### src/rtl/art_pkg.sv
`timescale 1ns / 1ps

package art_pkg;

   localparam int MAC_BYTES  = 6;
   localparam int MAC_W      = MAC_BYTES * 8;
   localparam int ADDR_W     = 32;
   localparam int TIME_W     = 32;
   localparam int HOP_W      = 8;
   localparam int REQ_HOP_W  = HOP_W + 1;
   localparam int KIND_W     = 3;
   localparam int COUNT_W    = 5;
   localparam int LIMIT_W    = 16;
   localparam int CSR_DATA_W = 32;
   localparam int CSR_ADDR_W = 3;

   // operation codes
   localparam logic [KIND_W-1:0] KIND_LOOKUP  = 3'd0;
   localparam logic [KIND_W-1:0] KIND_ADD     = 3'd1;
   localparam logic [KIND_W-1:0] KIND_UPDATE  = 3'd2;
   localparam logic [KIND_W-1:0] KIND_CONFIRM = 3'd3;
   localparam logic [KIND_W-1:0] KIND_DELETE  = 3'd4;
   localparam logic [KIND_W-1:0] KIND_PURGE   = 3'd5;
   localparam logic [KIND_W-1:0] KIND_CLEAR   = 3'd6;

   // register index, taken from paddr above the byte lanes
   localparam logic CSR_IDX_STALE_LIMIT = 1'b0;

   localparam logic [LIMIT_W-1:0] STALE_LIMIT_RESET = 16'd30;
   localparam logic [COUNT_W-1:0] REMOVED_MAX       = 5'd31;
   localparam logic [COUNT_W-1:0] REMOVED_ONE       = 5'd1;

   typedef struct packed {
      logic              valid;
      logic [ADDR_W-1:0] dest;
      logic [MAC_W-1:0]  next_hop;
      logic [HOP_W-1:0]  port;
      logic [HOP_W-1:0]  distance;
      logic [TIME_W-1:0] stamp;
   } entry_type;

   localparam int ENTRY_W = $bits(entry_type);

endpackage

### src/rtl/art_ram.sv
`timescale 1ns / 1ps

module art_ram #(
   parameter int WIDTH = 8,
   parameter int DEPTH = 16
) (
   input  logic                     clock,
   input  logic                     wr_en,
   input  logic [$clog2(DEPTH)-1:0] wr_addr,
   input  logic [WIDTH-1:0]         wr_data,
   input  logic                     rd_en,
   input  logic [$clog2(DEPTH)-1:0] rd_addr,
   output logic [WIDTH-1:0]         rd_data
);

   logic [WIDTH-1:0] mem_ff [DEPTH];
   logic [WIDTH-1:0] rd_data_ff;

   always_ff @(posedge clock) begin
      if (wr_en) begin
         mem_ff[wr_addr] <= wr_data;
      end
      if (rd_en) begin
         rd_data_ff <= mem_ff[rd_addr];
      end
   end

   assign rd_data = rd_data_ff;

endmodule

### src/rtl/aging_route_table_core.sv
`timescale 1ns / 1ps

// Aging route table: up to TABLE_SLOTS routes keyed by destination address.
// Request channel (req_*): one word per operation (lookup, add, update,
// confirm, delete, purge stale, clear). Response channel (rsp_*): exactly one
// word per request, in request order. Both use valid/ready.
// csr_* is an APB-style port holding stale_limit at byte address 0.
// All slots live in one single-port-write RAM with a registered read. Every
// operation sweeps the whole RAM, one slot a cycle, then finishes with at
// most one write-back. The response word is registered onto rsp_*, and a
// new request is taken only once the one before it has finished; the RAM
// sweep sets the pace.
// Reset runs a clearing pass that marks every slot empty; req_ready stays
// low meanwhile, CSR writes are taken as ever.
// The response sits in an output register: the next request is accepted
// while it waits, and a finished operation holds before its write-back until
// the output register is free, so a stalled receiver loses nothing.
module aging_route_table_core
   import art_pkg::*;
#(
   parameter int TABLE_SLOTS = 16
) (
   input  logic                        clock,
   input  logic                        reset,
   // request channel
   input  logic                        req_valid,
   output logic                        req_ready,
   input  logic [KIND_W-1:0]           req_kind,
   input  logic [ADDR_W-1:0]           req_dest_addr,
   input  logic [MAC_W-1:0]            req_next_hop_mac,
   input  logic signed [REQ_HOP_W-1:0] req_out_port,
   input  logic signed [REQ_HOP_W-1:0] req_hop_distance,
   input  logic [TIME_W-1:0]           req_now,
   // response channel
   output logic                        rsp_valid,
   input  logic                        rsp_ready,
   output logic                        rsp_hit,
   output logic [MAC_W-1:0]            rsp_found_next_hop,
   output logic [HOP_W-1:0]            rsp_found_port,
   output logic [HOP_W-1:0]            rsp_found_distance,
   output logic                        rsp_same_route,
   output logic [COUNT_W-1:0]          rsp_removed_count,
   output logic                        rsp_table_full,
   // configuration port
   input  logic                        csr_psel,
   input  logic                        csr_penable,
   input  logic                        csr_pwrite,
   input  logic [CSR_ADDR_W-1:0]       csr_paddr,
   input  logic [CSR_DATA_W-1:0]       csr_pwdata,
   output logic [CSR_DATA_W-1:0]       csr_prdata,
   output logic                        csr_pready
);

   localparam int SLOT_W = $clog2(TABLE_SLOTS);
   localparam int CNT_W  = SLOT_W + 1;
   localparam logic [CNT_W-1:0]  SLOT_COUNT = CNT_W'(TABLE_SLOTS);
   localparam logic [SLOT_W-1:0] LAST_SLOT  = SLOT_W'(TABLE_SLOTS - 1);

   typedef enum logic [3:0] {
      ST_INIT   = 4'b0001,
      ST_IDLE   = 4'b0010,
      ST_SCAN   = 4'b0100,
      ST_FINISH = 4'b1000
   } state_type;

   // control
   state_type         state_ff, state_in;
   logic [CNT_W-1:0]  init_cnt_ff, init_cnt_in;
   logic [CNT_W-1:0]  rd_cnt_ff, rd_cnt_in;
   logic              rd_vld_ff, rd_vld_in;
   logic [SLOT_W-1:0] rd_idx_ff, rd_idx_in;
   logic              found_ff, found_in;
   logic              free_found_ff, free_found_in;
   logic [COUNT_W-1:0] removed_ff, removed_in;
   logic              rsp_valid_ff, rsp_valid_in;
   logic [LIMIT_W-1:0] stale_limit_ff, stale_limit_in;

   // payload
   logic [KIND_W-1:0]           kind_ff, kind_in;
   logic [ADDR_W-1:0]           key_ff, key_in;
   logic [MAC_W-1:0]            mac_ff, mac_in;
   logic signed [REQ_HOP_W-1:0] port_ff, port_in;
   logic signed [REQ_HOP_W-1:0] dist_ff, dist_in;
   logic [TIME_W-1:0]           now_ff, now_in;
   logic [SLOT_W-1:0]           hit_slot_ff, hit_slot_in;
   entry_type                   hit_entry_ff, hit_entry_in;
   logic [SLOT_W-1:0]           free_slot_ff, free_slot_in;

   logic                rsp_hit_ff, rsp_hit_in;
   logic [MAC_W-1:0]    rsp_mac_ff, rsp_mac_in;
   logic [HOP_W-1:0]    rsp_port_ff, rsp_port_in;
   logic [HOP_W-1:0]    rsp_dist_ff, rsp_dist_in;
   logic                rsp_same_ff, rsp_same_in;
   logic [COUNT_W-1:0]  rsp_removed_ff, rsp_removed_in;
   logic                rsp_full_ff, rsp_full_in;

   // RAM port
   logic              ram_wr_en;
   logic [SLOT_W-1:0] ram_wr_addr;
   entry_type         ram_wr_data;
   logic              ram_rd_en;
   logic [SLOT_W-1:0] ram_rd_addr;
   logic [ENTRY_W-1:0] ram_rd_data;

   entry_type         rd_entry;
   entry_type         new_entry;
   logic              csr_write;
   logic              req_accept;
   logic              rsp_free;
   logic              scan_done;
   logic              slot_stale;
   logic              slot_drop;
   logic [TIME_W-1:0] slot_age;

   art_ram #(
      .WIDTH (ENTRY_W),
      .DEPTH (TABLE_SLOTS)
   ) u_slots (
      .clock   (clock),
      .wr_en   (ram_wr_en),
      .wr_addr (ram_wr_addr),
      .wr_data (ram_wr_data),
      .rd_en   (ram_rd_en),
      .rd_addr (ram_rd_addr),
      .rd_data (ram_rd_data)
   );

   assign rd_entry   = entry_type'(ram_rd_data);
   assign req_ready  = (state_ff == ST_IDLE);
   assign req_accept = req_valid && req_ready;
   assign rsp_free   = !rsp_valid_ff || rsp_ready;
   assign scan_done  = rd_vld_ff && (rd_idx_ff == LAST_SLOT);

   // age wraps modulo 2^32, as the time stamps do
   assign slot_age   = now_ff - rd_entry.stamp;
   assign slot_stale = rd_entry.valid && (slot_age > TIME_W'(stale_limit_ff));
   assign slot_drop  = rd_vld_ff &&
                       (((kind_ff == KIND_PURGE) && slot_stale) ||
                        ((kind_ff == KIND_CLEAR) && rd_entry.valid));

   // ---------------------------------------------------------------------
   // Configuration port: zero-wait, write on the access phase
   // ---------------------------------------------------------------------
   assign csr_pready = 1'b1;
   assign csr_write  = csr_psel && csr_penable && csr_pwrite && csr_pready;

   always_comb begin
      stale_limit_in = stale_limit_ff;
      if (csr_write && (csr_paddr[CSR_ADDR_W-1:2] == CSR_IDX_STALE_LIMIT)) begin
         stale_limit_in = csr_pwdata[LIMIT_W-1:0];
      end
   end

   always_comb begin
      csr_prdata = '0;
      if (csr_paddr[CSR_ADDR_W-1:2] == CSR_IDX_STALE_LIMIT) begin
         csr_prdata = CSR_DATA_W'(stale_limit_ff);
      end
   end

   // ---------------------------------------------------------------------
   // Entry written back at the end of an add, update, confirm or delete
   // ---------------------------------------------------------------------
   always_comb begin
      new_entry = hit_entry_ff;
      unique case (kind_ff)
         KIND_ADD: begin
            new_entry.valid    = 1'b1;
            new_entry.dest     = key_ff;
            new_entry.next_hop = mac_ff;
            // negative port or distance is stored as zero
            new_entry.port     = port_ff[REQ_HOP_W-1] ? '0 : port_ff[HOP_W-1:0];
            new_entry.distance = dist_ff[REQ_HOP_W-1] ? '0 : dist_ff[HOP_W-1:0];
            new_entry.stamp    = now_ff;
         end
         KIND_UPDATE: begin
            // a zero first octet, or a negative port or distance, keeps the old value
            if (mac_ff[MAC_W-1 -: 8] != 8'd0) begin
               new_entry.next_hop = mac_ff;
            end
            if (!port_ff[REQ_HOP_W-1]) begin
               new_entry.port = port_ff[HOP_W-1:0];
            end
            if (!dist_ff[REQ_HOP_W-1]) begin
               new_entry.distance = dist_ff[HOP_W-1:0];
            end
            new_entry.stamp = now_ff;
         end
         KIND_CONFIRM: begin
            new_entry.stamp = now_ff;
         end
         KIND_DELETE: begin
            new_entry.valid = 1'b0;
         end
         default: begin
            new_entry = hit_entry_ff;
         end
      endcase
   end

   // ---------------------------------------------------------------------
   // Sequencer: clearing pass, sweep, write-back and response
   // ---------------------------------------------------------------------
   always_comb begin
      state_in      = state_ff;
      init_cnt_in   = init_cnt_ff;
      rd_cnt_in     = rd_cnt_ff;
      rd_vld_in     = 1'b0;
      rd_idx_in     = rd_idx_ff;
      found_in      = found_ff;
      free_found_in = free_found_ff;
      removed_in    = removed_ff;
      rsp_valid_in  = rsp_valid_ff && !rsp_ready;

      kind_in      = kind_ff;
      key_in       = key_ff;
      mac_in       = mac_ff;
      port_in      = port_ff;
      dist_in      = dist_ff;
      now_in       = now_ff;
      hit_slot_in  = hit_slot_ff;
      hit_entry_in = hit_entry_ff;
      free_slot_in = free_slot_ff;

      rsp_hit_in     = rsp_hit_ff;
      rsp_mac_in     = rsp_mac_ff;
      rsp_port_in    = rsp_port_ff;
      rsp_dist_in    = rsp_dist_ff;
      rsp_same_in    = rsp_same_ff;
      rsp_removed_in = rsp_removed_ff;
      rsp_full_in    = rsp_full_ff;

      ram_wr_en   = 1'b0;
      ram_wr_addr = rd_idx_ff;
      ram_wr_data = rd_entry;
      ram_rd_en   = 1'b0;
      ram_rd_addr = rd_cnt_ff[SLOT_W-1:0];

      unique case (state_ff)
         ST_INIT: begin
            // mark one slot empty per cycle
            ram_wr_en         = 1'b1;
            ram_wr_addr       = init_cnt_ff[SLOT_W-1:0];
            ram_wr_data       = '0;
            init_cnt_in       = init_cnt_ff + 1'b1;
            if (init_cnt_ff[SLOT_W-1:0] == LAST_SLOT) begin
               state_in = ST_IDLE;
            end
         end

         ST_IDLE: begin
            if (req_accept) begin
               kind_in       = req_kind;
               key_in        = req_dest_addr;
               mac_in        = req_next_hop_mac;
               port_in       = req_out_port;
               dist_in       = req_hop_distance;
               now_in        = req_now;
               rd_cnt_in     = '0;
               found_in      = 1'b0;
               free_found_in = 1'b0;
               removed_in    = '0;
               state_in      = ST_SCAN;
            end
         end

         ST_SCAN: begin
            // issue reads ahead; evaluate the slot whose data has returned
            if (rd_cnt_ff < SLOT_COUNT) begin
               ram_rd_en = 1'b1;
               rd_vld_in = 1'b1;
               rd_idx_in = rd_cnt_ff[SLOT_W-1:0];
               rd_cnt_in = rd_cnt_ff + 1'b1;
            end
            if (rd_vld_ff) begin
               if (rd_entry.valid && (rd_entry.dest == key_ff) && !found_ff) begin
                  found_in     = 1'b1;
                  hit_slot_in  = rd_idx_ff;
                  hit_entry_in = rd_entry;
               end
               if (!rd_entry.valid && !free_found_ff) begin
                  free_found_in = 1'b1;
                  free_slot_in  = rd_idx_ff;
               end
               // drop stale or cleared slots in place; the read side is
               // already past this slot, so no hazard
               if (slot_drop) begin
                  ram_wr_en         = 1'b1;
                  ram_wr_data.valid = 1'b0;
                  if (removed_ff != REMOVED_MAX) begin
                     removed_in = removed_ff + 1'b1;
                  end
               end
            end
            if (scan_done) begin
               state_in = ST_FINISH;
            end
         end

         ST_FINISH: begin
            // hold the write-back until the output register is free
            if (rsp_free) begin
               rsp_valid_in   = 1'b1;
               rsp_hit_in     = 1'b0;
               rsp_mac_in     = '0;
               rsp_port_in    = '0;
               rsp_dist_in    = '0;
               rsp_same_in    = 1'b0;
               rsp_removed_in = '0;
               rsp_full_in    = 1'b0;
               ram_wr_addr    = hit_slot_ff;
               ram_wr_data    = new_entry;
               state_in       = ST_IDLE;
               unique case (kind_ff)
                  KIND_LOOKUP: begin
                     if (found_ff) begin
                        rsp_hit_in  = 1'b1;
                        rsp_mac_in  = hit_entry_ff.next_hop;
                        rsp_port_in = hit_entry_ff.port;
                        rsp_dist_in = hit_entry_ff.distance;
                        rsp_same_in = (hit_entry_ff.next_hop == mac_ff) &&
                                      !port_ff[REQ_HOP_W-1] && !dist_ff[REQ_HOP_W-1] &&
                                      (hit_entry_ff.port == port_ff[HOP_W-1:0]) &&
                                      (hit_entry_ff.distance == dist_ff[HOP_W-1:0]);
                     end
                  end
                  KIND_ADD: begin
                     if (found_ff || free_found_ff) begin
                        ram_wr_en   = 1'b1;
                        ram_wr_addr = found_ff ? hit_slot_ff : free_slot_ff;
                        rsp_hit_in  = found_ff;
                        rsp_mac_in  = new_entry.next_hop;
                        rsp_port_in = new_entry.port;
                        rsp_dist_in = new_entry.distance;
                     end else begin
                        rsp_full_in = 1'b1;
                     end
                  end
                  KIND_UPDATE, KIND_CONFIRM: begin
                     if (found_ff) begin
                        ram_wr_en   = 1'b1;
                        rsp_hit_in  = 1'b1;
                        rsp_mac_in  = new_entry.next_hop;
                        rsp_port_in = new_entry.port;
                        rsp_dist_in = new_entry.distance;
                     end
                  end
                  KIND_DELETE: begin
                     if (found_ff) begin
                        ram_wr_en      = 1'b1;
                        rsp_hit_in     = 1'b1;
                        rsp_mac_in     = hit_entry_ff.next_hop;
                        rsp_port_in    = hit_entry_ff.port;
                        rsp_dist_in    = hit_entry_ff.distance;
                        rsp_removed_in = REMOVED_ONE;
                     end
                  end
                  KIND_PURGE, KIND_CLEAR: begin
                     rsp_removed_in = removed_ff;
                  end
                  default: begin
                     // unused code: answer with an all-zero word
                     rsp_hit_in = 1'b0;
                  end
               endcase
            end
         end

         default: begin
            state_in = ST_INIT;
         end
      endcase
   end

   always_ff @(posedge clock) begin
      if (reset) begin
         state_ff       <= ST_INIT;
         init_cnt_ff    <= '0;
         rd_cnt_ff      <= '0;
         rd_vld_ff      <= 1'b0;
         found_ff       <= 1'b0;
         free_found_ff  <= 1'b0;
         removed_ff     <= '0;
         rsp_valid_ff   <= 1'b0;
         stale_limit_ff <= STALE_LIMIT_RESET;
      end else begin
         state_ff       <= state_in;
         init_cnt_ff    <= init_cnt_in;
         rd_cnt_ff      <= rd_cnt_in;
         rd_vld_ff      <= rd_vld_in;
         found_ff       <= found_in;
         free_found_ff  <= free_found_in;
         removed_ff     <= removed_in;
         rsp_valid_ff   <= rsp_valid_in;
         stale_limit_ff <= stale_limit_in;
      end
   end

   always_ff @(posedge clock) begin
      rd_idx_ff      <= rd_idx_in;
      kind_ff        <= kind_in;
      key_ff         <= key_in;
      mac_ff         <= mac_in;
      port_ff        <= port_in;
      dist_ff        <= dist_in;
      now_ff         <= now_in;
      hit_slot_ff    <= hit_slot_in;
      hit_entry_ff   <= hit_entry_in;
      free_slot_ff   <= free_slot_in;
      rsp_hit_ff     <= rsp_hit_in;
      rsp_mac_ff     <= rsp_mac_in;
      rsp_port_ff    <= rsp_port_in;
      rsp_dist_ff    <= rsp_dist_in;
      rsp_same_ff    <= rsp_same_in;
      rsp_removed_ff <= rsp_removed_in;
      rsp_full_ff    <= rsp_full_in;
   end

   assign rsp_valid          = rsp_valid_ff;
   assign rsp_hit            = rsp_hit_ff;
   assign rsp_found_next_hop = rsp_mac_ff;
   assign rsp_found_port     = rsp_port_ff;
   assign rsp_found_distance = rsp_dist_ff;
   assign rsp_same_route     = rsp_same_ff;
   assign rsp_removed_count  = rsp_removed_ff;
   assign rsp_table_full     = rsp_full_ff;

endmodule

### config.mk
export PLATFORM = sky130hd
export DESIGN_NAME = aging_route_table_core
export DESIGN_NICKNAME = d
export VERILOG_FILES = /design/src/rtl/art_pkg.sv /design/src/rtl/art_ram.sv /design/src/rtl/aging_route_table_core.sv
export SDC_FILE = /design/constraint.sdc
export NUM_CORES = 2
export LEC_CHECK = 0
export ABC_CLOCK_PERIOD_IN_PS = 18930
export BUFFER_PORTS_ARGS = -buffer_cell sky130_fd_sc_hd__buf_2
export CORE_MARGIN = 5
export CORE_UTILIZATION = 40
export DETAILED_ROUTE_END_ITERATION = 12
export PLACE_DENSITY_LB_ADDON = 0.25
export SLEW_MARGIN = 10
export SYNTH_ARGS = -nofsm -noshare
export SYNTH_HDL_FRONTEND = slang
export SYNTH_HIERARCHICAL = 1
export SYNTH_SLANG_ARGS = --single-unit
export TNS_END_PERCENT = 100
### constraint.sdc
create_clock -name clock -period 18.93 [get_ports clock]
set_input_delay 4.7325 -clock clock [delete_from_list [all_inputs] [get_ports clock]]
set_output_delay 4.7325 -clock clock [all_outputs]
set_load 0.05 [all_outputs]
==> impl_metrics.ini <==
[routing]
drt_pass1_iterations = 6
wire_per_inst_microns = 29.4
vias_per_cell = 5.72
via_count = 51900
ant_nets = 0
routed_wl_microns = 267000
drt_iter0_drc = 5148
drcViolationCount = 0

[clock_tree]
cts_root_buf = clkbuf_16
clkSinkCount = 2577
hold_buffers = 0
cts_made_buffers = 288
cts_resized = 0
cts_tree = yes
clk_latency_ps = 930
clkTransAtPathRegs_ps = 70
htree_levels = 5
cts_setup_buffers = 0
cts.path.max_buffers = 4

[yosys]
async_flop_share_pct = 0
synth_xor_area_share_pct = 0.815
synth_top_area_share_pct = 75.5
synth_compound_area_share_pct = 4.97
ys_seq_area_share_pct = 76.2
syn_inst = 5055
synthAdderAreaFrac_pct = 0.652
synth_top_area_cell = edfxtp_1
synthMuxAreaShare_pct = 12.8
syn_avg_cell_area_sq_um = 20.0
yosys.area_share.simple_pct = 2.77
synth.cell_area_sq_mm = 0.101
yosys-top-cells-count = edfxtp_1 (2539), mux4_2 (487), nand2_1 (203)
yosys-top-cells-area = edfxtp_1 (75%), mux4_2 (11%), a22oi_1 (1.5%)
synth.distinct_cells = 81
ys.flop_type = edfxtp_1
yosys_warnings = 6
ys_ff_latch = 2577
synth_top_family_by_area = multiplexers
synth.most_common_cell = edfxtp_1
synth_edf_count = 2539

[floorplan]
die_y_microns = 512
die-area_sq_mm = 0.263
die_x_microns = 512
io_pins = 282
initial_utilization_pct = 40.2
fp.coreArea_sq_mm = 0.251
rows = 184

[worst_setup_path]
crit_fanout = 18
path_common_cell = buf_2
cp.required_ps = 14200
cp-start-kind = input port
arrival_ps = 5340
crit_family = buffers and inverters
worst-setup-path-type = input port to output pin
regToRegSetupSlack_ps = 10730
crit_chain = buf_2 -> nor2_1 -> buf_2
r2r-end = u_slots/mem_ff[15][55]
end_kind = output pin
crit-reg2reg-launch = u_slots/rd_data[2]
ff2ff_path_depth = 22
cp_num_buf_inv = 2
crit_slowest_cell = buf_2
max_stage_delay_ps = 280
cp-startpoint = csr_paddr[2]

[pwr]
power_frac_clock_pct = 39.9
p_sw_share_pct = 22.6
seq_power_share_pct = 51.8
power_density_mw_per_mm2 = 116
intPower_w = 0.0104
p_switching_w = 0.00303
leakage_nw = 37.6
vdd_drop_max_uv = 108
combPwrFrac_pct = 8.3

[timing]
clock.fmax_mhz = 99.3
finalHoldViolations = 0
fin_crit_sh_pct = 53.2
final-max-slew-violation-count = 0
tns_ps = 0
worst_pin_slew_ps = 1260
maxSlewHeadroom_pct = 14.1
setup_viol = 0
period_minus_slack_ps = 10070
skew_ps = 84.2
rsz0062_at_grt = no

[min_path]
min_path_cells = 0
min_path_type = flop to flop
min_from = u_slots/rd_data[64]
holdPathEnd = hit_entry_ff[64]

[cells_and_area]
drive_above_1_share_pct = 25.7
syn_to_final_growth_pct = 14.8
nNetsFinal = 5757
final_cell_area_sq_mm = 0.116

[place]
dp_hpwl_microns = 145000
portBuffers = 246
dpl_cell_area_sq_mm = 0.107
gp_congestion = 0.820

[grt]
antenna_found_initial = 9
grt_pass1_vias = 52900
gr-total-overflow = 0
grt_pass1_wl_microns = 383000
grt_max_degree = 118
grt.total_usage_pct = 19.9

[status]
status = finished clean

[run]
cap_violations = 0
[power by group through the flow]
stage	Combinational (W)	Sequential, W	Clock, W
global placement	0.00111	0.00704	0
global route	0.00119	0.00697	0.00570
CTS	0.00113	0.00695	0.00547
finish	0.00111	0.00694	0.00535
detailed placement	0.00112	0.00706	0
floorplan	0.000633	0.00716	0
[area by class of cell]
type	count	area [sq um]
Antenna cell	6	15.0
Clock buffer	345	7530
Clock inverter	145	1380
Fill cell	21100	135000
Inverter	98	383
Multi-Input combinational cell	2114	22500
Sequential cell	2577	77000
Tap cell	3348	4190
Timing Repair Buffer	451	2930
[cells by family after synthesis]
family,Yosys count
buffers and inverters,379
DFF,2577
xor gates and xnor gates,94
other,2
adders and majority gates,52
muxes,673
AOI/OAI and AO/OA,697
and+or+nand+nor,581
[sequential cells by signal, summed over array words and instances, names as in the netlist, 16 cells and up]
register and flops:
now_ff 32, rsp_found_next_hop 48, key_ff 32, stale_limit_ff 16, hit_entry_ff 129, u_slots/mem_ff 2064
u_slots/rd_data 129, mac_ff 48
[routing by layer]
layer | GRT usage (%) | vias up | part of all wire (%)
li1 | - | 21800 | -
met5 | 0 | - | 0.0026
met4 | 5.80 | 2 | 2.9
met2 | 32.4 | 2052 | 48
met1 | 27.5 | 27600 | 42
met3 | 3.85 | 446 | 7.1
[placed cells by master, fill, tap and decap left out, drive strengths merged, types with 105 or more instances in the layout]
cell,Yosys,layout
a22oi,241,241
buf,160,451
clkbuf,121,345
edfxtp,2539,2539
inv,98,105
mux2i,131,131
mux4,487,487
nand2,203,203
nand3,128,128
o21ai,174,174
[worst max path at each step]
| stage | endpoint | slack [ps] | cells past startpoint |
|---|---|---|---|
| global placement | u_slots/mem_ff[15][68] | 8110 | 11 |
| finish | csr_prdata[7] | 8860 | 3 |
| CTS | csr_prdata[7] | 8830 | 3 |
| global route | u_slots/mem_ff[15][36] | 8760 | 11 |
| detailed placement | u_slots/mem_ff[15][68] | 8030 | 11 |
| floorplan | u_slots/mem_ff[0][0] | 1490 | 10 |
[metrics by stage]
| stage | power [W] | cells | hold WS, ps | worst slack, ps | util, % |
|---|---|---|---|---|---|
| 2_1_floorplan | 0.00779 | 5070 | 426 | 1490 | - |
| 3_3_place_gp | 0.00815 | 8587 | 428 | 8110 | 42.6 |
| 3_5_place_dp | 0.00819 | 8587 | 437 | 8030 | 42.6 |
| 4_1_cts | 0.0135 | 9077 | 452 | 8830 | 46.1 |
| 5_1_grt | 0.0139 | 9080 | 456 | 8760 | 46.1 |
| 6_report | 0.0134 | 9084 | 450 | 8860 | 46.1 |
Note: power is estimated with default switching activity, not from simulation.
